### src/hdl/npg_pkg.sv
// Package: types, codes and constants of the gate engine.
`timescale 1ns / 1ps
`default_nettype none
package npg_pkg;

  localparam int MAX_QUBITS_DEF = 10;
  localparam int AMP_BITS_DEF   = 16;
  localparam int CFG_W          = 4;
  localparam int CFG_IDX_W      = 1;
  localparam int QB_W           = 4;
  localparam int GATE_W         = 4;
  localparam int ACT_W          = 2;
  localparam int K_SHIFT        = 30;
  localparam logic [30:0] INV_SQRT2_Q30 = 31'd759250125;

  localparam logic [CFG_IDX_W-1:0] CFG_NUM_QUBITS = 1'd0;
  localparam logic [CFG_IDX_W-1:0] CFG_POP_TARGET = 1'd1;

  localparam logic [CFG_W-1:0] NUM_QUBITS_RST = 4'd10;
  localparam logic [CFG_W-1:0] POP_TARGET_RST = 4'd1;

  localparam logic [ACT_W-1:0] ACT_WRITE = 2'd0;
  localparam logic [ACT_W-1:0] ACT_READ  = 2'd1;
  localparam logic [ACT_W-1:0] ACT_GATE  = 2'd2;

  localparam logic [GATE_W-1:0] G_PHASE  = 4'd0;
  localparam logic [GATE_W-1:0] G_Z      = 4'd1;
  localparam logic [GATE_W-1:0] G_RZ     = 4'd2;
  localparam logic [GATE_W-1:0] G_CZ     = 4'd3;
  localparam logic [GATE_W-1:0] G_CRZ    = 4'd4;
  localparam logic [GATE_W-1:0] G_CPHASE = 4'd5;
  localparam logic [GATE_W-1:0] G_SWAP   = 4'd6;
  localparam logic [GATE_W-1:0] G_FSWAP  = 4'd7;
  localparam logic [GATE_W-1:0] G_NPRX   = 4'd8;
  localparam logic [GATE_W-1:0] G_NPRY   = 4'd9;
  localparam logic [GATE_W-1:0] G_NPH    = 4'd10;

  typedef enum logic [3:0] {
    ST_IDLE, ST_RD, ST_SCAN, ST_RDP, ST_RDQ, ST_MULA, ST_ADDA,
    ST_MULB, ST_ADDB, ST_WRP, ST_WRQ, ST_FIN
  } st_t;

  typedef enum logic [2:0] {
    OP_NONE, OP_NEG, OP_CMUL, OP_SWAP, OP_RX, OP_RY, OP_H
  } op_t;

  typedef struct packed {
    op_t  op;
    logic phase_b;
    logic sneg;
  } alu_ctl_t;

endpackage
`default_nettype wire

### src/hdl/npg_alu.sv
// Four registered multipliers and the round/saturate combine stage.
`timescale 1ns / 1ps
`default_nettype none
module npg_alu import npg_pkg::*; #(
  parameter int AMP_BITS = AMP_BITS_DEF
) (
  input  wire logic                       clk,
  input  wire alu_ctl_t                   ctl,
  input  wire logic signed [AMP_BITS-1:0] p_re,
  input  wire logic signed [AMP_BITS-1:0] p_im,
  input  wire logic signed [AMP_BITS-1:0] q_re,
  input  wire logic signed [AMP_BITS-1:0] q_im,
  input  wire logic signed [AMP_BITS-1:0] coef_c,
  input  wire logic signed [AMP_BITS-1:0] coef_s,
  output logic      signed [AMP_BITS-1:0] res_re,
  output logic      signed [AMP_BITS-1:0] res_im
);

  localparam int F   = AMP_BITS - 1;
  localparam int AW  = AMP_BITS + 1;
  localparam int BW  = (AMP_BITS + 1 > 31) ? AMP_BITS + 1 : 31;
  localparam int PRW = AW + BW;
  localparam int SW  = PRW + 1;

  localparam logic signed [SW-1:0] RND_F = SW'(1) << (F - 1);
  localparam logic signed [SW-1:0] RND_K = SW'(1) << (K_SHIFT - 1);
  localparam logic signed [SW-1:0] HI = {{(SW-AMP_BITS+1){1'b0}}, {F{1'b1}}};
  localparam logic signed [SW-1:0] LO = {{(SW-AMP_BITS+1){1'b1}}, {F{1'b0}}};

  logic signed [AW-1:0]  a [4];
  logic signed [BW-1:0]  b [4];
  logic signed [PRW-1:0] m_r [4];
  logic                  hmode_r;
  logic signed [AW-1:0]  c_a, s_a, sv_a;
  logic signed [BW-1:0]  k_b;

  always_comb begin
    c_a  = AW'(coef_c);
    s_a  = AW'(coef_s);
    sv_a = ctl.sneg ? -s_a : s_a;
    k_b  = BW'(INV_SQRT2_Q30);
    for (int i = 0; i < 4; i++) begin
      a[i] = '0;
      b[i] = '0;
    end
    unique case (ctl.op)
      OP_CMUL: begin
        a[0] = c_a;   b[0] = BW'(p_re);
        a[1] = -sv_a; b[1] = BW'(p_im);
        a[2] = c_a;   b[2] = BW'(p_im);
        a[3] = sv_a;  b[3] = BW'(p_re);
      end
      OP_RX: begin
        a[0] = c_a;  b[0] = ctl.phase_b ? BW'(q_re) : BW'(p_re);
        a[1] = s_a;  b[1] = ctl.phase_b ? BW'(p_im) : BW'(q_im);
        a[2] = c_a;  b[2] = ctl.phase_b ? BW'(q_im) : BW'(p_im);
        a[3] = -s_a; b[3] = ctl.phase_b ? BW'(p_re) : BW'(q_re);
      end
      OP_RY: begin
        a[0] = ctl.phase_b ? s_a : c_a;  b[0] = BW'(p_re);
        a[1] = ctl.phase_b ? c_a : -s_a; b[1] = BW'(q_re);
        a[2] = ctl.phase_b ? s_a : c_a;  b[2] = BW'(p_im);
        a[3] = ctl.phase_b ? c_a : -s_a; b[3] = BW'(q_im);
      end
      OP_H: begin
        a[0] = ctl.phase_b ? AW'(p_re) - AW'(q_re) : AW'(p_re) + AW'(q_re);
        b[0] = k_b;
        a[2] = ctl.phase_b ? AW'(p_im) - AW'(q_im) : AW'(p_im) + AW'(q_im);
        b[2] = k_b;
      end
      default: begin
      end
    endcase
  end

  always_ff @(posedge clk) begin
    for (int i = 0; i < 4; i++) begin
      m_r[i] <= PRW'(a[i]) * PRW'(b[i]);
    end
    hmode_r <= (ctl.op == OP_H);
  end

  logic signed [SW-1:0] sum_re, sum_im, sh_re, sh_im;

  always_comb begin
    sum_re = SW'(m_r[0]) + SW'(m_r[1]) + (hmode_r ? RND_K : RND_F);
    sum_im = SW'(m_r[2]) + SW'(m_r[3]) + (hmode_r ? RND_K : RND_F);
    sh_re  = hmode_r ? (sum_re >>> K_SHIFT) : (sum_re >>> F);
    sh_im  = hmode_r ? (sum_im >>> K_SHIFT) : (sum_im >>> F);
    if (sh_re > HI) res_re = HI[AMP_BITS-1:0];
    else if (sh_re < LO) res_re = LO[AMP_BITS-1:0];
    else res_re = sh_re[AMP_BITS-1:0];
    if (sh_im > HI) res_im = HI[AMP_BITS-1:0];
    else if (sh_im < LO) res_im = LO[AMP_BITS-1:0];
    else res_im = sh_im[AMP_BITS-1:0];
  end

endmodule
`default_nettype wire

### config.mk
export PLATFORM = sky130hd
export DESIGN_NAME = npg_alu
export DESIGN_NICKNAME = d
export VERILOG_FILES = /design/src/hdl/npg_pkg.sv /design/src/hdl/npg_alu.sv
export SDC_FILE = /design/constraint.sdc
export NUM_CORES = 2
export LEC_CHECK = 0
export BUFFER_PORTS_ARGS = -buffer_cell sky130_fd_sc_hd__buf_2
export CORE_AREA = 2 2 392 394
export CTS_CLUSTER_DIAMETER = 60
export DETAILED_ROUTE_END_ITERATION = 6
export DIE_AREA = 0 0 394 396
export PLACE_DENSITY = 0.62
export SLEW_MARGIN = 30
export SYNTH_ARGS = -nofsm -noshare
export SYNTH_HDL_FRONTEND = slang
export SYNTH_SLANG_ARGS = --single-unit
### constraint.sdc
create_clock -name clk -period 10.7 [get_ports clk]
set_clock_uncertainty 0.1 [all_clocks]
set_input_delay 0.535 -clock clk [delete_from_list [all_inputs] [get_ports clk]]
set_output_delay 0.535 -clock clk [all_outputs]
set_load 0.01 [all_outputs]
After elaboration in Yosys (flattened, before gate mapping)

Memory sizes are Yosys's and may differ from the RTL's.
Cells that the tools add are included.

Add/sub/neg operators: 10
Multipliers: 4
Divide/modulo/power cells: 0
Magnitude comparators: 4
Equal/unequal tests: 4
Shift operators: 0
Mux-type cells: 24
Bitwise gates (word level): 0
Reduce and logical (&&, ||, !) cells: 2

Operators with widths:

| kind                                                             | number |
|---|---|
| case mux 31 bit (3 select lines)                                 | 4 |
| case mux 17 bit (3 select lines)                                 | 4 |
| multiplier 17 x 31 -> 48 bit                                     | 4 |
| 2-to-1 mux 31 bit                                                | 4 |
| adder 48 x 48 -> 49 bit                                          | 2 |
| adder 49 x 31 -> 49 bit                                          | 2 |
| 2-to-1 mux 17 bit                                                | 5 |
| greater-than comparator 34 x 16 -> 1 bit (second input constant) | 2 |
| less-than comparator 34 x 16 -> 1 bit (second input constant)    | 2 |
| 2-to-1 mux 33 bit                                                | 2 |
| 2-to-1 mux 16 bit                                                | 4 |
| adder 16 x 16 -> 17 bit                                          | 2 |
| subtractor 16 x 16 -> 17 bit                                     | 2 |
| 2-to-1 mux 30 bit                                                | 1 |
| negator 16 -> 17 bit                                             | 1 |
| negator 17 bit                                                   | 1 |
| equality test 3 bit (second input constant)                      | 3 |
| OR reduction 2 bit                                               | 2 |
| equality test 3 x 2 -> 1 bit (second input constant)             | 1 |

Register bits: 1
Latch bits: 0
Memory bits (writable): 192
ROM bits: 0
Input bits: 102
Output and inout bits: 32
Memories: 1

Memories:

| name | words | bits a word | rd ports | clocked after memory_dff | write ports | RTL line      | RTL |
|---|---|---|---|---|---|---|---|
| m_r  | 4     | 48          | 4        | 0                        | 4           | npg_alu.sv:32 | `logic signed [PRW-1:0] m_r [4];` |

Depth between registers and ports, before layout

An unclocked memory read counts as a cell.

Depth after elaboration: 7
Gate-level depth with buffers: 44

Worst setup path after synthesis

OpenSTA, ideal clock, no wires.

Kind: input to register
Start: in ctl[1] (netlist name)
End: mem m_r[0][46] (netlist name)
Setup time: 0.062 ns
Arrival time: 10.358 ns
Setup slack: 0.180 ns
Stages on the path: 43
Buffers on the path: 5
Cell sequence: clkbuf_1 clkbuf_1 clkbuf_1 buf_1 mux2_2 inv_1 ha_1 nor2b_1 o21ai_0 a21boi_0 o21ai_0 a21boi_0 o21ai_0 a21o_1 a211oi_1 o31a_1 or3_1 a31oi_1 (+7 left out) fa_1 fa_1 inv_1 fa_1 inv_1 ha_1 a21oi_1 o21ai_0 a21oi_1 o21ai_0 a21o_1 a21oi_1 nor2_1 a2111oi_0 o41a_1 o31ai_1 or4b_1 nand3_1

RTL lines:

| item            | RTL line      | RTL |
|---|---|---|
| start, declared | npg_alu.sv:8  | `input wire alu_ctl_t ctl,` |
| end, declared   | npg_alu.sv:32 |  |

==> summary by stage <==
Global route
The maximum number of pins on one net before global-route repair is 69. Global routing used between 20% and 30% of the available tracks across all layers. The initial antenna violation count came to 21. The first global-routing pass estimated approximately 330000 um of wire. The remaining global-route overflow is 0. The via count of the first global-routing pass is 55790.

Synthesis
The most used flip-flop cell after synthesis is dfxtp_1. The async set or reset register ratio after synthesis is 0%. Summing the areas of all and, or, nand and nor instances in the mapped netlist gives between 10% and 20% of the synthesized area.

The number of synthesis warnings is 0. The largest area contributor in the synthesized netlist is fa_1. The net count after synthesis is ~10000.

The area fraction in compound gates after synthesis is a little over a tenth. Summed over its instances, the top area cell type makes up ~45% of the synthesized netlist area. The count of flip-flops with a built-in enable after synthesis is 0. The mapped netlist covers roughly 0.07 mm2. Counting instances in the post-synthesis netlist gives the leading cell types as inv_1 (1646), fa_1 (1512), nor2_1 (755). The post-synthesis share of cell area spent on full adders, half adders and majority gates is 55.58%. Summing the sequential cell areas from Yosys gives approximately 5.7% of the chip area. Sorting the synthesized cells by area gives the leading types as fa_1 (45%), ha_1 (11%), inv_1 (9.1%). The xor/xnor cell area share of the yosys netlist is under 10%. The synthesized instance count is 7689. The portion of synthesized area spent on multiplexers is less than 1%.

The number of distinct library cells after synthesis is 94. The most common cell in the synthesized netlist is inv_1. The average instance in the mapped netlist occupies 8.843 um2.

After synthesis, the largest family of logic cells by area is adder cells. After synthesis the netlist holds a flip-flop and latch count of ~190.

Layout
Compared with the post-synthesis result, the final layout area differs by 6.205%. The ratio of cells with drive above 1 in the final layout is between 5 and 6%. The final layout contains approximately 10000 nets.

Setup path
The largest single stage delay on the critical path is between 0.5 and 0.6 ns. The endpoint required time on the critical path is approximately 11 ns. The buffer and inverter count on the worst path is 11. The launching element type of the critical path is an input port. The critical path capture point is m_r[0][40]$_DFF_P_.

The startpoint-to-endpoint class of the critical path is input port to flop. In this run the number of cells on the critical path is 42. The cell type group with the largest total delay on the critical path is adder cells. The critical path arrival is 10.30 ns. The most numerous cell type found on the critical path is inv_1.

The worst setup path is captured at a flop. Among all stages on the critical path, the largest delay is contributed by a21o_1. Along the worst path, the maximum fanout reaches 17.

The launch point of the worst path is q_re[0].

Job
The number of max-cap violations is 0.

Drt
The via density per instance is around 5.5. The wire length after detailed routing is approximately 210000 um. The count of vias placed by the detailed router is approximately 54000.

In this run, the number of DRC markers left after iteration 0 of detailed routing was just under 5000. The count of nets left with antenna violations once routing finished came out at 0. In the final routed layout, each cell accounts on average for about 22 um. The length of the first detailed-routing pass in iterations is 7. After detailed routing, the number of remaining DRC violations is 9.

Outcome
The flow ran to the end, but the final reports show violations. The checks that failed: design-rule violations.

Floorplanning
In this run the horizontal extent of the chip is around 390 um. Measured along the y axis, the die boundary spans ~400 um. The core region is 0.1515 mm2.

The I/O pin total is between 100 and 150. The floorplan die area is 0.1560 mm2. The starting density of the core is 44.87%. The site row count is about 140.

Timing
The fraction of the cycle the final worst path needs is 92.97%. The final hold violation count is 0. Setup slack on the critical path of the routed design comes to 0.7519 ns. At the pin with the least slew margin, the transition time is slightly below 1 ns. The post-route minimum period is 9.948 ns. The max-slew violation count is 0. The final setup violation count is 0.

The worst pin sits at a relative slew slack of a little over a third. Static timing analysis puts the maximum clock frequency at around 100 MHz. The setup TNS after final layout is 0 ns. Setup repair after global routing left no endpoint under its margin.

Place
The estimated wirelength of the detail-placed design is around 190000 um. The last weighted congestion value of the routability-driven placer is ~1. OpenSTA, run right after detailed placement, puts the worst setup slack at 0.3162 ns. In this run the tool buffered the top-level ports with about 130 buffer cells.

Clock network
The buffers inserted during post-CTS setup optimization is 0. In this run the deepest clock path goes through 2 buffers. After clock tree synthesis, the clock-pin slew on the worst setup and hold paths is roughly 0.090 ns.

The CTS tree is done. The root buffer selected by CTS is clkbuf_16. Counting every sink on the clock net gives between 150 and 200.

The H-tree depth is 4. The total clock buffers created by CTS is 17.

Power
The total power after layout is between 15 and 20 mW. The maximum VDD drop is approximately 270 uV. The relative contribution of combinational cells to total power is 87.0%. Sequential cells burn roughly 8.7% of the power. The analysis attributes to net switching a power of around 9 mW. Of the total power, the share spent switching nets is 57.37%. The clock network is responsible for around 4.3% of the overall power. The analysis attributes to cell leakage a power of about 36 nW.

The internal power of the cells totals around 6.7 mW. The ratio of total power to cell area is between 200 and 250 mW/mm2.

Worst hold path
The min-delay analysis places its worst path in the category input port to flop. The cell depth of the worst min-delay path is 4.
==> worst min-delay path: cells and delay by family <==
kind,cells,cell delay (ns)
buf+inv,2,0.37
compound gates,1,0.09
simple gates,1,0.13
==> layer usage <==
layer / vias up / global-route usage, % / wire length, um
met5: - / 0.5542 / 222
met4: 20 / 6.862 / 5401
met3: 305 / 8.750 / 23960
met2: 2112 / 40.92 / 89400
met1: 27170 / 40.19 / 94900
li1: 24040 / - / -
==> worst min-delay path by stage <==
stage	startpoint	slack, ns	end
after CTS	q_re[0]	0.51	m_r[0][0]$_DFF_P_
after global routing	q_re[0]	0.56	m_r[0][0]$_DFF_P_
after floorplan	p_re[0]	0.67	m_r[3][0]$_DFF_P_
final	q_re[0]	0.56	m_r[0][0]$_DFF_P_
after global placement	q_re[0]	1.09	m_r[0][0]$_DFF_P_
after detailed placement	q_re[0]	1.08	m_r[0][0]$_DFF_P_
==> cell families after synthesis <==
group / Yosys count
AO/OA/AOI/OAI: 1089
flip-flops: 193
multiplexers: 15
AND/OR/NAND/NOR: 2069
adder cells (fa/ha/maj): 2113
buffers and inverters: 1926
XOR/XNOR: 284
==> sequential cells by signal (all words and copies together) (netlist names) <==
register,flops
hmode_r,1
m_r,192
==> layout by cell type, fill, tap and decap left out, types with 132 or more instances in the layout <==
cell | synthesis | final
a21oi_1 | 295 | 295
fa_1 | 1512 | 1512
buf_2 | 13 | 134
o21ai_0 | 189 | 189
nor2_1 | 755 | 754
xnor2_1 | 222 | 222
nand2_1 | 735 | 735
ha_1 | 601 | 601
a21o_1 | 132 | 132
inv_1 | 1646 | 1646
dfxtp_1 | 193 | 192
buf_4 | 1 | 173
==> stage by stage <==
stage	hold slack (ns)	instance area (um2)	cells	util, %
finish	0.5628	72210	9790	47.65
global route	0.5633	72210	9787	47.65
CTS	0.5126	72180	9783	47.63
detailed placement	1.080	71560	9751	47.22
global placement	1.086	71550	9750	47.21
floorplan	0.6665	67990	7689	-
==> cell type report <==
class                           count  area, um2
Fill cell                       14690      79330
Multi-Input combinational cell   5570      56920
Inverter                         1648       6186
Sequential cell                   193       3865
Tap cell                         2030       2540
Timing Repair Buffer              312       2069
Clock buffer                       18      429.2
Clock inverter                     14      188.9
Antenna cell                        5      12.51
==> repair_timing <==
action / 4_1_cts / 5_1_grt
gates resized for setup: 0 / 1
endpoints found under the setup margin: 0 / 1
hold buffers: 0 / 0
==> power by group through the flow <==
stage          clock network, mW  registers [mW]  logic, mW
6_report                   0.679            1.37       13.7
5_1_grt                    0.729            1.39       15.3
4_1_cts                    0.699            1.37       13.6
3_5_place_dp                   0            1.38       13.5
3_3_place_gp                   0            1.38       13.3
2_1_floorplan                  0            1.21       9.56
Note: power is estimated with default switching activity, not from simulation.
